File: config.mk
export PLATFORM = sky130hd
export DESIGN_NAME = rgbi_ctrl
export DESIGN_NICKNAME = d
export VERILOG_FILES = /design/src/hdl/rgbi_pkg.sv /design/src/hdl/rgbi_ctrl.sv
export SDC_FILE = /design/constraint.sdc
export NUM_CORES = 1
export LEC_CHECK = 0
export BUFFER_PORTS_ARGS = -buffer_cell sky130_fd_sc_hd__buf_2
export CAP_MARGIN = 5
export CELL_PAD_IN_SITES_DETAIL_PLACEMENT = 1
export CELL_PAD_IN_SITES_GLOBAL_PLACEMENT = 1
export CORE_UTILIZATION = 38
export CTS_BUF_LIST = sky130_fd_sc_hd__clkbuf_4 sky130_fd_sc_hd__clkbuf_8 sky130_fd_sc_hd__clkbuf_16
export DETAILED_ROUTE_END_ITERATION = 12
export GPL_TIMING_DRIVEN = 0
export PLACE_DENSITY = 0.86
export SLEW_MARGIN = 20
export SYNTH_ARGS = -nofsm -noshare
export SYNTH_HDL_FRONTEND = slang
export SYNTH_SLANG_ARGS = --single-unit
File: constraint.sdc
create_clock -name clk -period 2 [get_ports clk]
set_input_delay 0.3 -clock clk [delete_from_list [all_inputs] [get_ports clk]]
set_output_delay 0.3 -clock clk [all_outputs]
set_load 0.03 [all_outputs]
File: src/hdl/rgbi_pkg.sv
package rgbi_pkg;

  localparam logic [1:0] CMD_LOAD_X = 2'd0;
  localparam logic [1:0] CMD_LOAD_Y = 2'd1;
  localparam logic [1:0] CMD_LOAD_Z = 2'd2;
  localparam logic [1:0] CMD_QUERY  = 2'd3;

  localparam logic [1:0] STAT_OK   = 2'd0;
  localparam logic [1:0] STAT_ZERO = 2'd1;
  localparam logic [1:0] STAT_SAT  = 2'd2;

  localparam logic [1:0] LINE_ROW0 = 2'd0;
  localparam logic [1:0] LINE_ROW1 = 2'd1;
  localparam logic [1:0] LINE_COL  = 2'd2;

  localparam logic [2:0] FETCH_LAST = 3'd4;

  localparam logic [6:0] COUNT_RESET = 7'd64;

  typedef struct packed {
    logic       load;
    logic       capture;
    logic       init;
    logic       mid1;
    logic       mid2;
    logic       issue;
    logic       compare;
    logic       fetch;
    logic [2:0] fetch_step;
    logic       line_start;
    logic [1:0] line_sel;
    logic       result_write;
  } rgbi_cmd_t;

  typedef struct packed {
    logic search_done;
    logic zero_width;
    logic line_done;
    logic out_free;
  } rgbi_stat_t;

endpackage

File: src/hdl/rgbi_ctrl.sv
module rgbi_ctrl
  import rgbi_pkg::*;
(
  input  logic       clk,
  input  logic       rst,
  input  logic       in_valid,
  input  logic [1:0] in_command,
  output logic       in_ready,
  input  rgbi_stat_t stat,
  output rgbi_cmd_t  cmd
);

  localparam logic [3:0] S_IDLE  = 4'd0;
  localparam logic [3:0] S_INIT  = 4'd1;
  localparam logic [3:0] S_MID1  = 4'd2;
  localparam logic [3:0] S_MID2  = 4'd3;
  localparam logic [3:0] S_SRCH  = 4'd4;
  localparam logic [3:0] S_CMP   = 4'd5;
  localparam logic [3:0] S_FETCH = 4'd6;
  localparam logic [3:0] S_CHK   = 4'd7;
  localparam logic [3:0] S_LS    = 4'd8;
  localparam logic [3:0] S_LW    = 4'd9;
  localparam logic [3:0] S_DONE  = 4'd10;

  logic [3:0] state;
  logic [3:0] state_next;
  logic [2:0] fstep;
  logic [2:0] fstep_next;
  logic [1:0] lsel;
  logic [1:0] lsel_next;
  logic       in_fire;

  assign in_ready = state == S_IDLE;
  assign in_fire = in_valid && in_ready;

  always_comb begin
    cmd = '0;
    cmd.fetch_step = fstep;
    cmd.line_sel = lsel;
    state_next = state;
    fstep_next = fstep;
    lsel_next = lsel;
    case (state)
      S_IDLE: begin
        cmd.load = in_fire && (in_command != CMD_QUERY);
        cmd.capture = in_fire && (in_command == CMD_QUERY);
        if (cmd.capture) begin
          state_next = S_INIT;
        end
      end
      S_INIT: begin
        cmd.init = 1'b1;
        state_next = S_MID1;
      end
      S_MID1: begin
        cmd.mid1 = 1'b1;
        state_next = S_MID2;
      end
      S_MID2: begin
        cmd.mid2 = 1'b1;
        state_next = S_SRCH;
      end
      S_SRCH: begin
        if (stat.search_done) begin
          fstep_next = '0;
          state_next = S_FETCH;
        end else begin
          cmd.issue = 1'b1;
          state_next = S_CMP;
        end
      end
      S_CMP: begin
        cmd.compare = 1'b1;
        state_next = S_SRCH;
      end
      S_FETCH: begin
        cmd.fetch = 1'b1;
        if (fstep == FETCH_LAST) begin
          state_next = S_CHK;
        end else begin
          fstep_next = fstep + 1'b1;
        end
      end
      S_CHK: begin
        if (stat.zero_width) begin
          state_next = S_DONE;
        end else begin
          lsel_next = LINE_ROW0;
          state_next = S_LS;
        end
      end
      S_LS: begin
        cmd.line_start = 1'b1;
        state_next = S_LW;
      end
      S_LW: begin
        if (stat.line_done) begin
          if (lsel == LINE_COL) begin
            state_next = S_DONE;
          end else begin
            lsel_next = lsel + 1'b1;
            state_next = S_LS;
          end
        end
      end
      S_DONE: begin
        cmd.result_write = stat.out_free;
        if (stat.out_free) begin
          state_next = S_IDLE;
        end
      end
      default: begin
        state_next = S_IDLE;
      end
    endcase
  end

  always_ff @(posedge clk) begin
    if (rst) begin
      state <= S_IDLE;
      fstep <= '0;
      lsel <= LINE_ROW0;
    end else begin
      state <= state_next;
      fstep <= fstep_next;
      lsel <= lsel_next;
    end
  end

endmodule

==> results.toml, run 1 <==
[logic_synthesis]
synth_nets = 107
ys_seq_elements = 9
synth_top_area_cell = "dfxtp_1"
yosysWarnings = 0
synth_area_leaders = "dfxtp_1, nand2_1, ha_1"
synth_commonest_cells = "nand2_1, dfxtp_1, nor2_1"
synth-seq-area-share_pct = 23.2
async_flop_share_pct = 0
syn_area_um2 = 778
netlist_instances = 95
ys_types = 37
synthFlopType = "dfxtp_1"
synth_top_area_share_pct = 23.2
syn_avg_cell_area_um2 = 8.19
yosysMostFrequentCell = "nand2_1"
synth_edf_count = 0

[cts]
cts.clk_slew.worst_paths_ps = 60
cts_buffers = 3
clockBufferDepth = 2
ctsHtreeMaxLevel = 1
cts_setup_buffers = 0
cts_tree = "built"
cts_sinks = 9
clk_latency_ps = 270
root_buffer = "clkbuf_4"

[floorplanning]
die-area_um2 = 2230
pin_count = 25
die_h_um = 47.3
initial_core_util_pct = 40.1
die_w_um = 47.3
core_area_um2 = 1940
std_cell_rows = 16

[global_route]
grt_usage_pct = 20.0
grt_pass1_vias = 693
grt_busiest_layer = "met2"
grt_overflow_total = 0
grtUsageMet1_pct = 23.4
grt_max_degree = 11
antenna_found_initial = 0
globalRouteMet3Util_pct = 4.62
global_route.usage.met2_pct = 34.5
grt_pass1_wl_mm = 3.02

[setup_path]
critPathBufInv = 2
path_cells = "buf_6 -> and2b_1 -> nand2_1 -> nor2_1 -> buf_2"
endpoint_kind = "primary output"
setup.worst_path.start_class = "flip-flop"
cp_slowest_cell = "dfxtp_1"
path_class = "reg -> out"
max_stage_delay_ps = 520
crit_family = "flip-flops"
arrival_ps = 1530
path_max_fanout = 10
required_ps = 1700

[routing]
drt_pass1_iterations = 2
wl_mm = 2.09
drt_iter0_drc = 11
avgViaCountPerCell = 5.26
drc = 0
post_drt_wl_per_cell_um = 14.0
ant_nets = 0
num_vias = 784

[flow_run]
max_cap_viol_count = 0

[timing]
fin_crit_ps = 1830
max_slew_margin_pct = 69.0
post-route-period-util_pct = 91.6
rsz0062_at_grt = "false"
skew_ps = 2.09
setup_viol = 0
setup_tns_ps = 0
finalHoldViolCount = 0
timing.final.ws_setup_ps = 167
fmax_mhz = 546
drv_slew = 0
tightestPinTransition_ps = 466

[place]
port_buffers = 23
place_inst = 145
globalplace.congestion = 0.774
hpwl_mm = 1.62
place_ws_ps = 400

[pwr]
ir_worst_vdd_mv = 0.429
power_density_nw_per_um2 = 924
p_leak_nw = 0.416

[finish]
area_delta_synth_final_pct = 23.2
final_core_util_pct = 49.4
fin_nets = 135
n_antenna_cell = 0
drive_gt1_share_pct = 35.2
instances_no_fill = 149

[worst_hold_path]
hold_class = "in -> reg"

[outcome]
status = "complete, no violations"
## worst paths after layout
| check | from | to | slack, ps | cells after the start |
|---|---|---|---|---|
| setup / recovery | state[2] | cmd[9] | 170 | 5 |
| hold / removal | stat[1] | lsel[1] | 330 | 3 |
| setup reg to reg | lsel[0] | lsel[0] | 440 | 6 |
| hold reg to reg | lsel[0] | lsel[0] | 500 | 1 |
## stage by stage
step	cell area (um2)	total power, W	hold WS (ps)
floorplan	778	0.000613	455
CTS	957	0.000889	325
global route	958	0.000949	356
global placement	927	0.000709	479
detailed placement	927	0.000725	494
finish	958	0.000885	328
## power by group
part / internal (W) / switching (W) / leakage, nW
combinational: 0.000198 / 0.000316 / 0.325
sequential: 0.000198 / 0.0000116 / 0.0729
clock: 0.0000909 / 0.0000708 / 0.0184
## cells in the final DEF (no fill, tap or decap), types with 3 or more instances in the layout
cell,Yosys,final
inv_1,6,6
ha_1,3,3
nand3_1,5,5
buf_2,1,24
nand2b_1,3,3
dfxtp_1,9,9
buf_6,3,3
a21oi_1,3,3
a31oi_1,5,5
clkbuf_4,0,4
nand2_1,11,11
nor3_1,6,6
nor2_1,7,7
## routing by layer
| metal | part of all wire [%] | up-vias |
|---|---|---|
| met3 | 3.5 | 2 |
| met5 | 0 | - |
| met4 | 0.62 | 0 |
| li1 | - | 397 |
| met2 | 51 | 21 |
| met1 | 45 | 364 |
## final cells by class
class                           instances  area [um2]
Fill cell                             259         983
Timing Repair Buffer                   23         115
Clock buffer                            4        30.0
Buffer                                  7        55.1
Inverter                                6        22.5
Tap cell                               27        33.8
Multi-Input combinational cell         73         522
Sequential cell                         9         180
## sequential cells by signal, indices dropped and copies added, names as in the netlist
register	count
state	4
fstep	3
lsel	2
## logic make-up (layout without fill, tap and decap cells)
family / count (synthesis) / count (layout) / share of synthesized area [%]
simple gates: 44 / 44 / 34.7
compound gates: 23 / 23 / 24.0
buf+inv: 13 / 40 / 9.81
flops: 9 / 9 / 23.2
fa+ha+maj: 3 / 3 / 4.82
xor+xnor: 2 / 2 / 2.25
mux: 1 / 1 / 1.29
## tightest hold or removal path, cell delays in order
cell and delay (ps):
buf_2 120, nand3_1 80, o21ai_2 50
## what timing repair did
| action | CTS | global route |
|---|---|---|
| hold buffers | 0 | 0 |
| resized for setup | 0 | 2 |
| endpoints found under the setup margin | 0 | 1 |
No activity file was read; power rests on OpenSTA's default activity.
==> run 2, diff against run 1 <==
Settings changed: GPL_TIMING_DRIVEN 0 to default, PLACE_DENSITY 0.86 to default, PLACE_DENSITY_LB_ADDON from default to 0.1.
==> run 2 against run 1 <==
Sequential share of layout area up 0.77 points. Largest power group unchanged. Routed wire length decreased by 11%. Power decreased by 1.9%.
==> results.toml, run 2 (same netlist as run 1, synthesis figures left out) <==
[outcome]
status = "complete, no violations"

[routing]
drt_iter0_drc = 6
ant_nets = 0
num_vias = 766
avgViaCountPerCell = 5.25
post_drt_wl_per_cell_um = 12.7
drc = 0
wl_mm = 1.86
drt_pass1_iterations = 4

[setup_path]
setup.worst_path.start_class = "flip-flop"
path_class = "reg -> out"
arrival_ps = 1520
rrSetupSlack_ps = 330
endpoint_kind = "primary output"
rr_startpoint = "state[2]"
r2r-end = "state[3]"
worst_r2r_path_depth = 4
required_ps = 1700
path_max_fanout = 16

[pwr]
ir_worst_vdd_mv = 0.499
p_leak_nw = 0.401
power_density_nw_per_um2 = 930

[timing]
finalHoldViolCount = 0
skew_ps = 1.83
setup_viol = 0
setup_tns_ps = 0
timing.final.ws_setup_ps = 180
rsz0062_at_grt = "false"
tightestPinTransition_ps = 564
post-route-period-util_pct = 91.0
max_slew_margin_pct = 62.4
drv_slew = 0
fin_crit_ps = 1820
fmax_mhz = 549

[finish]
final_cell_mix = "buf_2, nand2_1, nor2_1, dfxtp_1"
top_register = "state"
drive_gt1_share_pct = 36.1
largest_reg_flops = 4
n_antenna_cell = 0
fin_nets = 132
final_common_cell = "buf_2"
area_delta_synth_final_pct = 19.9
top_regs = "state: 4 flops, fstep: 3 flops, lsel: 2 flops"

[place]
place_ws_ps = 304
hpwl_mm = 1.45
port_buffers = 24
globalplace.congestion = 0.680

[worst_hold_path]
hold_class = "in -> reg"
worstHoldStart = "stat[1]"
hold_depth = 3
min_delay_worst_endpoint = "lsel[1]"

[global_route]
grt_max_degree = 19
grt_pass1_vias = 637
grt_pass1_wl_mm = 2.81
grt_usage_pct = 17.9
antenna_found_initial = 0
grt_overflow_total = 0

[cts]
ctsHtreeMaxLevel = 1
root_buffer = "clkbuf_4"
cts_buffers = 3
cts_tree = "built"
cts_sinks = 9
clk_latency_ps = 260
cts.clk_slew.worst_paths_ps = 60
clockBufferDepth = 2
hold_buffers = 0

[floorplanning]
initial_core_util_pct = 40.1
core_area_um2 = 1940
die_w_um = 47.3
pin_count = 25
std_cell_rows = 16
die-area_um2 = 2230
die_h_um = 47.3

[flow_run]
max_cap_viol_count = 0
==> run 2: cell count changes in the layout (fill, tap and decap cells not counted), sizes merged <==
cell / change
buf: -1
clkbuf: -2
==> run 2: metrics by stage <==
stage	hold slack (ps)	utilization [%]	area, um2	total power, W	std cells
final	338	48.1	933	0.000868	146
after global routing	344	48.1	933	0.000932	146
after detailed placement	477	46.0	893	0.000688	141
after floorplan	455	-	778	0.000613	95
after global placement	472	46.0	893	0.000682	141
after CTS	334	47.6	923	0.000849	145
==> run 2: critical path, cell delays in order (launching register included) <==
cell      delay, ps
dfxtp_1         680
and4bb_4        370
buf_2           210
==> run 2: cell type report <==
cell class | count | area, um2
Tap cell | 27 | 33.8
Timing Repair Buffer | 27 | 143
Sequential cell | 9 | 183
Fill cell | 268 | 1010
Clock buffer | 4 | 30.0
Multi-Input combinational cell | 73 | 522
Inverter | 6 | 22.5
==> run 2: worst max-delay path by stage <==
| stage | startpoint | endpoint | slack [ps] | cells after the start |
|---|---|---|---|---|
| finish | state[2] | cmd[7] | 180 | 2 |
| global route | state[2] | cmd[9] | 70 | 4 |
| CTS | state[0] | cmd[9] | 50 | 5 |
| detailed placement | state[0] | state[3] | 300 | 4 |
| global placement | state[0] | state[3] | 310 | 4 |
| floorplan | state[0] | cmd[14] | 60 | 4 |
==> run 2: per-layer routing <==
metal  up-vias  global-route usage (%)  routed length, um
li1        390                       -                  -
met1       356                    22.4                890
met2        20                    29.9                883
met3         0                    4.62                 84
met4         0                    5.14                  0
met5         -                       0                  0
==> run 2: report_power, final <==
| part | switching, W | internal [W] | total [W] |
|---|---|---|---|
| combinational | 0.000243 | 0.000190 | 0.000433 |
| clock | 0.0000673 | 0.0000905 | 0.000158 |
| sequential | 0.0000768 | 0.000201 | 0.000278 |
| total | 0.000387 | 0.000482 | 0.000868 |
==> run 2: repair_timing <==
item,4_1_cts,5_1_grt
endpoints found under the setup margin,0,4
resized for setup,0,2
buffers inserted,0,1
==> run 3, diff against run 2 <==
Settings changed: ABC_AREA from default to 1, CORE_UTILIZATION 38 to 33, CTS_CLUSTER_SIZE from default to 10.
==> run 3 against run 2 <==
Fmax grew 9.5%. Global-route usage is 2.7 points higher. Synthesized area is 13% lower. First-iteration DRC count up 33%. Synthesized cell count grew 25%. Non-clock buffer count fell by 3. Register-to-register slack gained 280 ps.
==> results.toml, run 3 <==
[outcome]
status = "complete, no violations"

[place]
place_ws_ps = 618
globalplace.congestion = 0.834
dpl_cell_area_um2 = 832
place_inst = 170
hpwl_mm = 1.67
port_buffers = 24

[logic_synthesis]
syn_area_um2 = 678
synth_edf_count = 0
synth_nets = 131
synthFlopType = "dfxtp_1"
netlist_instances = 119
yosysWarnings = 0
synth_area_leaders = "dfxtp_1, nand2_1, nor2_1"
async_flop_share_pct = 0
synth_top_area_share_pct = 26.6
synth_commonest_cells = "nand2_1, nor2_1, inv_1"
synth_top_area_cell = "dfxtp_1"
syn_avg_cell_area_um2 = 5.70
synth-seq-area-share_pct = 26.6
ys_seq_elements = 9
yosysMostFrequentCell = "nand2_1"
ys_types = 15

[cts]
cts_setup_buffers = 0
cts_tree = "built"
clockBufferDepth = 2
cts_resized = 0
clk_latency_ps = 270
ctsHtreeMaxLevel = 1
cts_sinks = 9
hold_buffers = 0
cts_buffers = 3
root_buffer = "clkbuf_4"
cts.clk_slew.worst_paths_ps = 70

[finish]
area_delta_synth_final_pct = 27.1
seq_area_um2 = 180
final_cell_mix = "nand2_1, nor2_1, buf_2, inv_1, dfxtp_1"
fin_area_um2 = 862
multiInputGateArea_um2 = 423
n_antenna_cell = 0
instances_no_fill = 174
n_fill_cell = 292
drive_gt1_share_pct = 26.5
final_common_cell = "nand2_1"
top_regs = "state: 4 flops, fstep: 3 flops, lsel: 2 flops"
top_register = "state"
largest_reg_flops = 4
final_core_util_pct = 44.4
fin_nets = 160

[routing]
drt_pass1_iterations = 4
drt_iter0_drc = 8
wl_mm = 1.97
drc = 0
num_vias = 804
post_drt_wl_per_cell_um = 11.3
ant_nets = 0
avgViaCountPerCell = 4.62

[setup_path]
worst_r2r_path_depth = 9
rr_startpoint = "state[1]"
setup.worst_path.start_class = "flip-flop"
r2r-end = "state[1]"
path_max_fanout = 5
required_ps = 1700
cp_slowest_cell = "dfxtp_1"
path_class = "reg -> out"
critPathLaunch = "state[2]"
critPathBufInv = 2
arrival_ps = 1360
endpoint_kind = "primary output"
max_stage_delay_ps = 460
rrSetupSlack_ps = 610
path_cells = "nand2_2 -> nor2_1 -> nand2_1 -> inv_1 -> buf_2"
crit_family = "flip-flops"

[global_route]
antenna_found_initial = 0
grt_usage_pct = 20.6
global_route.usage.met2_pct = 34.2
grt_pass1_vias = 749
grt_overflow_total = 0
grt_max_degree = 7
grtUsageMet1_pct = 26.1
grt_busiest_layer = "met2"
globalRouteMet3Util_pct = 2.31
grt_pass1_wl_mm = 3.22

[timing]
drv_slew = 0
timing.final.ws_setup_ps = 337
post-route-period-util_pct = 83.1
setup_viol = 0
tightestPinTransition_ps = 256
fmax_mhz = 601
skew_ps = 2.30
fin_crit_ps = 1660
max_slew_margin_pct = 82.9
finalHoldViolCount = 0
setup_tns_ps = 0
rsz0062_at_grt = "false"

[worst_hold_path]
worstHoldStart = "rst"
min_delay_worst_endpoint = "lsel[1]"
hold_class = "in -> reg"
hold_depth = 2

[pwr]
p_leak_nw = 0.508
ir_worst_vdd_mv = 0.554
power_density_nw_per_um2 = 1260

[floorplanning]
die_w_um = 47.3
die-area_um2 = 2240
initial_core_util_pct = 34.9
std_cell_rows = 16
die_h_um = 47.3
pin_count = 25
core_area_um2 = 1940

[flow_run]
max_cap_viol_count = 0
-- run 3: worst max path at each step --
stage,slack [ps],to,depth (start not counted)
after global placement,640,cmd[9],5
after floorplan,400,cmd[13],5
after global routing,200,cmd[9],5
after detailed placement,620,cmd[9],5
final,340,cmd[9],5
after CTS,330,cmd[9],5
-- run 3: per-stage QoR --
| stage | power, W | hold slack, ps |
|---|---|---|
| final | 0.00109 | 226 |
| after global routing | 0.00119 | 227 |
| after CTS | 0.00110 | 224 |
| after detailed placement | 0.000925 | 505 |
| after global placement | 0.000909 | 476 |
| after floorplan | 0.000750 | 369 |
-- run 3: final cells by class --
cell class	instances	share of cell area [%]
inverters	20	8.71
multi-input cells	90	49.1
well taps	27	3.92
repair buffers	24	13.9
clock buffers	4	3.48
flip-flops and latches	9	20.9
-- run 3: kinds of logic (layout without fill, tap and decap cells) --
family	after synthesis	in the layout	synth area share, %
AND/OR/NAND/NOR	78	78	49.8
buffers and inverters	20	48	11.1
AO/OA/AOI/OAI	9	9	7.01
flip-flops	9	9	26.6
adder cells (fa/ha/maj)	3	3	5.54
-- run 3: per-layer routing --
layer	share of wire, %	up-vias
li1	-	414
met1	45	363
met2	47	20
met3	4.7	7
met4	2.6	0
met5	0	-
-- run 3: power breakdown --
part / internal, W / total, W / leakage, nW / switching [W]
clock network: 0.0000907 / 0.000163 / 0.0184 / 0.0000719
logic: 0.000191 / 0.000657 / 0.417 / 0.000466
registers: 0.000215 / 0.000268 / 0.0732 / 0.0000530
total: 0.000497 / 0.00109 / 0.508 / 0.000591
